<file path="config.mk">
export PLATFORM = sky130hd
export DESIGN_NAME = htw_ctrl
export DESIGN_NICKNAME = d
export VERILOG_FILES = /design/src/hdl/htw_pkg.sv /design/src/hdl/htw_ctrl.sv
export SDC_FILE = /design/constraint.sdc
export NUM_CORES = 1
export LEC_CHECK = 0
export ABC_AREA = 1
export BUFFER_PORTS_ARGS = -buffer_cell sky130_fd_sc_hd__clkbuf_2
export CAP_MARGIN = 20
export CORE_ASPECT_RATIO = 0.9
export CORE_UTILIZATION = 40
export CTS_BUF_LIST = sky130_fd_sc_hd__clkbuf_8
export DETAILED_ROUTE_END_ITERATION = 7
export GPL_ROUTABILITY_DRIVEN = 0
export PLACE_DENSITY = 0.7
export SETUP_SLACK_MARGIN = 0.15
export SLEW_MARGIN = 30
export SYNTH_ARGS = -nofsm -noshare
export SYNTH_HDL_FRONTEND = slang
export SYNTH_SLANG_ARGS = --single-unit
</file>
<file path="constraint.sdc">
create_clock -name clk -period 1.49 [get_ports clk]
set_input_delay 0.0745 -clock clk [delete_from_list [all_inputs] [get_ports clk]]
set_output_delay 0.0745 -clock clk [all_outputs]
set_load 0.01 [all_outputs]
</file>
<file path="src/hdl/htw_pkg.sv">
// ----------------------------------------------------------------------------
// htw_pkg
// Shared types and codes of the hierarchical timer wheel: result status
// codes, bucket entry layout and the controller to datapath command bundle.
// ----------------------------------------------------------------------------
package htw_pkg;

	// fixed field widths of the item payloads
	localparam int SLOT_W  = 6;
	localparam int TIME_W  = 32;
	localparam int CODE_W  = 4;
	localparam int PARAM_W = 32;
	localparam int STAT_W  = 3;

	// result status codes
	localparam logic [STAT_W-1:0] ST_ARMED      = 3'd0;
	localparam logic [STAT_W-1:0] ST_NOT_FUTURE = 3'd1;
	localparam logic [STAT_W-1:0] ST_PENDING    = 3'd2;
	localparam logic [STAT_W-1:0] ST_FIRED      = 3'd3;
	localparam logic [STAT_W-1:0] ST_TICK_IDLE  = 3'd4;

	// func codes of an input item
	localparam logic FN_SET  = 1'b0;
	localparam logic FN_TICK = 1'b1;

	// bucket list descriptor: valid, first and last slot
	typedef struct packed {
		logic              vld;
		logic [SLOT_W-1:0] head;
		logic [SLOT_W-1:0] tail;
	} bkt_t;

	// source of the bucket read address
	typedef enum logic [1:0] {
		RS_SET = 2'd0,
		RS_NOW = 2'd1,
		RS_DUE = 2'd2
	} rsel_t;

	// commands from the controller
	typedef struct packed {
		logic       ld_in;
		logic       inc;
		logic       rd;
		rsel_t      rsel;
		logic [1:0] wheel;
		logic       take;
		logic       append;
		logic       adv;
		logic       emit_set;
		logic       emit_fire;
		logic       emit_idle;
		logic       clr_step;
	} cmd_t;

	// status back to the controller
	typedef struct packed {
		logic bk_valid;
		logic at_tail;
		logic out_free;
		logic dz0;
		logic dz1;
		logic dz2;
		logic clr_last;
		logic cfg_wr;
	} stat_t;

endpackage

</file>
<file path="src/hdl/htw_ctrl.sv">
// ----------------------------------------------------------------------------
// htw_ctrl
// Sequencer of the timer wheel: set item, tick with cascades from the upper
// wheels, firing walk of the wheel-0 bucket and the bucket clearing pass.
// ----------------------------------------------------------------------------
module htw_ctrl (
	input  logic            clk,
	input  logic            arst_n,
	input  logic            in_valid,
	input  logic            in_func,
	output logic            in_ready,
	input  htw_pkg::stat_t  st,
	output htw_pkg::cmd_t   cmd
);

	typedef enum logic [3:0] {
		S_CLR,
		S_IDLE,
		S_SET_RD,
		S_SET_WR,
		S_TICK_INC,
		S_TICK_CHK,
		S_CASC_RD,
		S_CASC_HEAD,
		S_CASC_WAIT,
		S_CASC_TGT,
		S_CASC_APP,
		S_FIRE_RD,
		S_FIRE_HEAD,
		S_FIRE_WAIT,
		S_FIRE_EMIT,
		S_IDLE_OUT
	} state_t;

	state_t     state_q;
	logic [1:0] w_q;

	assign in_ready = state_q == S_IDLE;

	// state and current cascade wheel
	always_ff @(posedge clk or negedge arst_n) begin
		if (!arst_n) begin
			state_q <= S_CLR;
			w_q     <= 2'd0;
		end else if (st.cfg_wr) begin
			state_q <= S_CLR;
		end else begin
			unique case (state_q)
				S_CLR: begin
					if (st.clr_last)
						state_q <= S_IDLE;
				end
				S_IDLE: begin
					if (in_valid)
						state_q <= (in_func == htw_pkg::FN_TICK) ? S_TICK_INC : S_SET_RD;
				end
				S_SET_RD:   state_q <= S_SET_WR;
				S_SET_WR: begin
					if (st.out_free)
						state_q <= S_IDLE;
				end
				S_TICK_INC: state_q <= S_TICK_CHK;
				S_TICK_CHK: begin
					if (!st.dz0) begin
						state_q <= S_FIRE_RD;
					end else begin
						state_q <= S_CASC_RD;
						if (!st.dz1)
							w_q <= 2'd1;
						else if (!st.dz2)
							w_q <= 2'd2;
						else
							w_q <= 2'd3;
					end
				end
				S_CASC_RD:  state_q <= S_CASC_HEAD;
				S_CASC_HEAD: begin
					if (st.bk_valid)
						state_q <= S_CASC_WAIT;
					else if (w_q == 2'd1)
						state_q <= S_FIRE_RD;
					else begin
						w_q     <= w_q - 2'd1;
						state_q <= S_CASC_RD;
					end
				end
				S_CASC_WAIT: state_q <= S_CASC_TGT;
				S_CASC_TGT:  state_q <= S_CASC_APP;
				S_CASC_APP: begin
					if (!st.at_tail)
						state_q <= S_CASC_WAIT;
					else if (w_q == 2'd1)
						state_q <= S_FIRE_RD;
					else begin
						w_q     <= w_q - 2'd1;
						state_q <= S_CASC_RD;
					end
				end
				S_FIRE_RD:  state_q <= S_FIRE_HEAD;
				S_FIRE_HEAD: begin
					state_q <= st.bk_valid ? S_FIRE_WAIT : S_IDLE_OUT;
				end
				S_FIRE_WAIT: state_q <= S_FIRE_EMIT;
				S_FIRE_EMIT: begin
					if (st.out_free)
						state_q <= st.at_tail ? S_IDLE : S_FIRE_WAIT;
				end
				S_IDLE_OUT: begin
					if (st.out_free)
						state_q <= S_IDLE;
				end
				default: state_q <= S_CLR;
			endcase
		end
	end

	// command decode
	always_comb begin
		cmd       = '0;
		cmd.rsel  = htw_pkg::RS_NOW;
		cmd.wheel = w_q;
		unique case (state_q)
			S_CLR:       cmd.clr_step = 1'b1;
			S_IDLE:      cmd.ld_in = in_valid;
			S_SET_RD: begin
				cmd.rd   = 1'b1;
				cmd.rsel = htw_pkg::RS_SET;
			end
			S_SET_WR:    cmd.emit_set = st.out_free;
			S_TICK_INC:  cmd.inc = 1'b1;
			S_CASC_RD:   cmd.rd = 1'b1;
			S_CASC_HEAD: cmd.take = st.bk_valid;
			S_CASC_TGT: begin
				cmd.rd    = 1'b1;
				cmd.rsel  = htw_pkg::RS_DUE;
				cmd.wheel = w_q - 2'd1;
			end
			S_CASC_APP: begin
				cmd.append = 1'b1;
				cmd.adv    = !st.at_tail;
			end
			S_FIRE_RD: begin
				cmd.rd    = 1'b1;
				cmd.wheel = 2'd0;
			end
			S_FIRE_HEAD: cmd.take = st.bk_valid;
			S_FIRE_EMIT: begin
				cmd.emit_fire = st.out_free;
				cmd.adv       = st.out_free && !st.at_tail;
			end
			S_IDLE_OUT:  cmd.emit_idle = st.out_free;
			default: ;
		endcase
	end

	// checks
	a_cfg_clear: assert property (@(posedge clk) disable iff (!arst_n)
		st.cfg_wr |=> state_q == S_CLR)
		else $error("start time write did not start the clearing pass");

endmodule

</file>
# == After elaboration in Yosys (flattened, before gate mapping) ==
# Index checks and enable logic that the tools add are counted.
# op_classes
addsub,1
n_mul,0
n_div,0
magnitude_cmp,0
n_eq_ne,23
shift,0
mux,32
bitwise,1
n_reduce_logical,9
# ops
op,count
4-bit case mux with 15 select lines,1
4-bit 2-to-1 mux,10
4-bit == test (second input constant),8
4-bit by 3-bit == test with 1-bit output (second input constant),4
2-bit 2-to-1 mux,6
1-bit 2-to-1 mux,10
4-bit by 2-bit == test with 1-bit output (second input constant),2
2-bit case mux with 2 select lines,2
2-bit != test (second input constant),3
3-bit != test (second input constant),2
2-bit case mux with 3 select lines,1
5-bit AND reduction,1
4-bit by 1-bit == test with 1-bit output (second input constant),1
4-bit zero test,1
4-bit AND reduction,1
2-bit OR reduction,2
4-bit OR reduction,1
3-bit 2-to-1 mux,1
3-bit by 1-bit != test with 1-bit output (second input constant),1
3-bit by 2-bit != test with 1-bit output (second input constant),1
3-bit nonzero test,1
2-bit by 1-bit == test with 1-bit output (second input constant),1
1-bit case mux with 2 select lines,1
2-bit by 1-bit subtractor with 2-bit output (second input constant),1
3 further kinds,3
# word_totals
reg_bits,6
latch_bits,0
ramBits,0
mem_bits_ro,0
output_inout_bits,15
wordCells,68
n_memories,0

# == Depth between registers and ports, before layout ==
# depth
ltp_word,5
depth_mapped,10

# == Worst setup path before layout ==
# No wires, ideal clock.
# synth_path
kind,reg2reg
startpoint,register state_q[2]
endpoint,register w_q[0]
t_arrival_ns,1.179
path_slack_ns,0.194
stages_incl_launch_ff,9
n_path_buf,0
period_less_slack_ns,1.296
path_cell_list,dfrtp_1 -> inv_1 -> nand2_1 -> nor2_2 -> nand2_1 -> nand2_1 -> nor2_1 -> nand3_1 -> nand2_1
# synth_via
elab_chain_len,3
elab_cells_between_ends,9
cone_classes,6 x eq/ne; 1 x mux; 2 x reduce/logical
# synth_rtl
item,line_no,rtl
start: declaration,htw_ctrl.sv:35,state_t state_q;
start signal: assignment,htw_ctrl.sv:55,state_q <= (in_func == htw_pkg::FN_TICK) ? S_TICK_INC : S_SET_RD;
start signal: assignment,htw_ctrl.sv:101,state_q <= st.bk_valid ? S_FIRE_WAIT : S_IDLE_OUT;
start signal: assignment,htw_ctrl.sv:106,state_q <= st.at_tail ? S_IDLE : S_FIRE_WAIT;
4-bit by 3-bit == test with 1-bit output / 4-bit == test (equally long branches),htw_ctrl.sv:48,unique case (state_q)
2-bit != test (no line) / 3-bit nonzero test (equally long branches),n/a,
5-bit AND reduction (no line),n/a,
end signal: assignment,htw_ctrl.sv:83,w_q <= w_q - 2'd1;
end signal: assignment,htw_ctrl.sv:95,w_q <= w_q - 2'd1;
end: declaration,htw_ctrl.sv:36,logic [1:0] w_q;
# Several ways; a longest one is shown, not always the timed one.
# A chain may end at the register's enable or synchronous reset.

==> impl_metrics.csv <==
group,metric,value,unit
status,outcome,"finished, violations left",
status,violations,"setup timing",
die,rows,14,
sta,rsz0062_at_grt,"yes",
finish,final_cell_mix,"nand2_1, clkbuf_2, nor2_1",
power_and_ir_drop,power_switching_share,41.4,%
die,fp.dieH,43.7,um
sta,finalHoldViolations,0,
global_routing,grt_pass1_vias,938,
worst_setup_path,crit_type,"register to output pin",
cts,numCtsBuffers,3,
drt,drtPass1Iterations,4,
logic_synthesis,synth_cell_types,18,
sta,slew_viol_final,0,
worst_setup_path,path_cells,"buf_4 > nand2_4 > nor2_4 > buf_4 > a21oi_2 > buf_2",
power_and_ir_drop,p_total,0.000980,W
logic_synthesis,synth_nets,161,
power_and_ir_drop,p_comb_share,52.3,%
finish,layout.nets,207,
worst_setup_path,cp-end-kind,"output pin",
sta,slew_headroom,84.5,%
drt,drtAntennaViolNets,0,
sta,worst_slew_pin_slew,0.232,ns
cts,clock_latency,0.22,ns
power_and_ir_drop,ir_drop,0.825,mV
global_routing,grt_pass1_wl,4.01,mm
die,start_util,44.6,%
cts,cts.path.max_buffers,2,
die,dieArea,0.00211,mm^2
cts,cts.root.buffer_cell,"clkbuf_8",
die,coreArea,0.00173,mm^2
global_routing,use_met1,32.2,%
finish,area.sequential,155,um^2
sta,finalSetupViolations,1,
finish,multi_input_area,652,um^2
sta,fin_ws,-0.0328,ns
power_and_ir_drop,p_seq_share,24.0,%
cts,h-tree-depth,1,
cts,clk_pin_slew,0.03,ns
drt,num_vias,1172,
global_routing,met3_usage,1.40,%
power_and_ir_drop,net-switching-power,0.000405,W
global_routing,met2_usage,42.3,%
worst_setup_path,path_buf_inv,3,
drt,routed_wl,2.96,mm
finish,diodes,0,
finish,postLayoutCoreUtil,71.5,%
finish,design_area,0.00124,mm^2
logic_synthesis,syn_area,773,um^2
place,numPortBuffers,26,
hold_path,hold_class,"input port to register",
logic_synthesis,seq_area_frac_synth,19.4,%
worst_setup_path,crit_top_cell,"buf_4",
logic_synthesis,yosysWarnings,0,
global_routing,grt_max_degree,8,
die,die_w,48.3,um
finish,layout_commonest_cell,"nand2_1",
drt,routedWlPerCell,13.8,um
run,cap_violations,0,
die,ios,27,
sta,max_freq,657,MHz
cts,cts_num_sinks,6,
logic_synthesis,synthCells,147,
sta,holdWs,0.159,ns
drt,drc,0,
global_routing,grtUsageTotal,24.6,%
place,placed_area,948,um^2
power_and_ir_drop,p_leak,0.699,nW
sta,finClkSkew,0.000985,ns
power_and_ir_drop,p_int,0.000574,W
place,dp_hpwl,1.92,mm
sta,finalCritPeriodShare,102,%
finish,syn2layout_area_growth,60.4,%
worst_setup_path,critPathLaunchType,"register",
power_and_ir_drop,clockPowerShare,23.7,%
global_routing,overflow,0,
worst_setup_path,cp_slowest_stage_delay,0.48,ns
worst_setup_path,cp_slowest_cell,"dfrtp_2",
worst_setup_path,required,1.42,ns
finish,drive_gt1_share,41.9,%
logic_synthesis,syn_area_per_cell,5.26,um^2
logic_synthesis,ys_seq_elements,6,
drt,drt_iter0_drc,61,
sta,fin_tns_setup,-0.0328,ns
worst_setup_path,worstPathArrival,1.45,ns
sta,post-route-min-period,1.52,ns
global_routing,antenna_found_initial,0,
cts,cts_tree,"yes",
worst_setup_path,worst-path-max-fanout,5,
finish,fillers,138,
drt,avgViaCountPerCell,5.45,
power_and_ir_drop,power_density,790,mW/mm^2
worst_setup_path,path_delay_family,"buffers and inverters",
global_routing,grt_busiest_layer,"met2",
[what timing repair did]
action | 4_1_cts | 5_1_grt
hold buffers | 1 | 0
buffers inserted | 4 | 8
cloned | 0 | 0
pin swaps | 8 | 13
resized for setup | 26 | 27
endpoints found under the hold margin | 6 | 0
setup endpoints to repair | 17 | 17
[layer usage]
metal  up-vias  wire [um]
met5         -          0
met4         0        123
met3        17        242
met2        88       1400
met1       520       1200
li1        547          -
[worst register-to-register path, delay by kind of cell (launching register included)]
family	cells	cell delay [ns]
flip-flops	1	0.47
AO/OA/AOI/OAI	1	0.22
AND/OR/NAND/NOR	6	0.73
[synthesized netlist by cell type, drive strengths merged]
library cell	number	area, um^2
inv	21	78.8
nor2	30	133
o21ai	9	48.8
nand2	58	228
nand4	1	6.26
nand3	9	45.0
a21oi	4	20.0
ha	2	25.0
nand3b	1	7.51
nor3	5	25.0
dfrtp	6	150
o22ai	1	6.26
[cell type report]
type | count | area share [%]
Sequential cell | 6 | 12.5
Tap cell | 24 | 2.42
Timing Repair Buffer | 41 | 22.2
Clock buffer | 3 | 3.33
Inverter | 21 | 6.96
Multi-Input combinational cell | 120 | 52.6
[final timing paths]
check / start / to / slack, ns / depth (start not counted)
worst min-delay path: st[0] / state_q[0] / 0.16 / 4
min in group asynchronous: arst_n / state_q[2] / 0.23 / 2
max in group asynchronous: arst_n / state_q[3] / 1.10 / 2
worst max register to register: state_q[3] / state_q[1] / 0.01 / 7
worst max-delay path: state_q[0] / cmd[9] / -0.03 / 6
worst min register to register: w_q[1] / w_q[1] / 0.48 / 2
[power groups by stage]
stage / sequential, W / combinational (W) / clock, W
2_1_floorplan: 0.000218 / 0.000240 / 0
3_3_place_gp: 0.000223 / 0.000369 / 0
3_5_place_dp: 0.000225 / 0.000373 / 0
4_1_cts: 0.000232 / 0.000420 / 0.000239
5_1_grt: 0.000240 / 0.000553 / 0.000255
6_report: 0.000235 / 0.000512 / 0.000232
[flip-flops by register name, indices dropped and copies added (netlist names)]
| register | count |
|---|---|
| state_q | 4 |
| w_q | 2 |
[kinds of logic (layout without fill, tap and decap cells)]
group / Yosys count / after routing / synth area share (%)
and+or+nand+nor: 104 / 104 / 57.4
buffers and inverters: 21 / 65 / 10.2
AOI/OAI and AO/OA: 14 / 14 / 9.71
DFF: 6 / 6 / 19.4
adders and majority gates: 2 / 2 / 3.24
[stage by stage]
stage / worst slack [ns] / cells
after floorplan: 0.194 / 147
after global placement: 0.0877 / 199
after detailed placement: 0.0271 / 199
after CTS: 0.0852 / 207
after global routing: -0.0622 / 215
final: -0.0328 / 215
(Power assumes the default switching activity.)
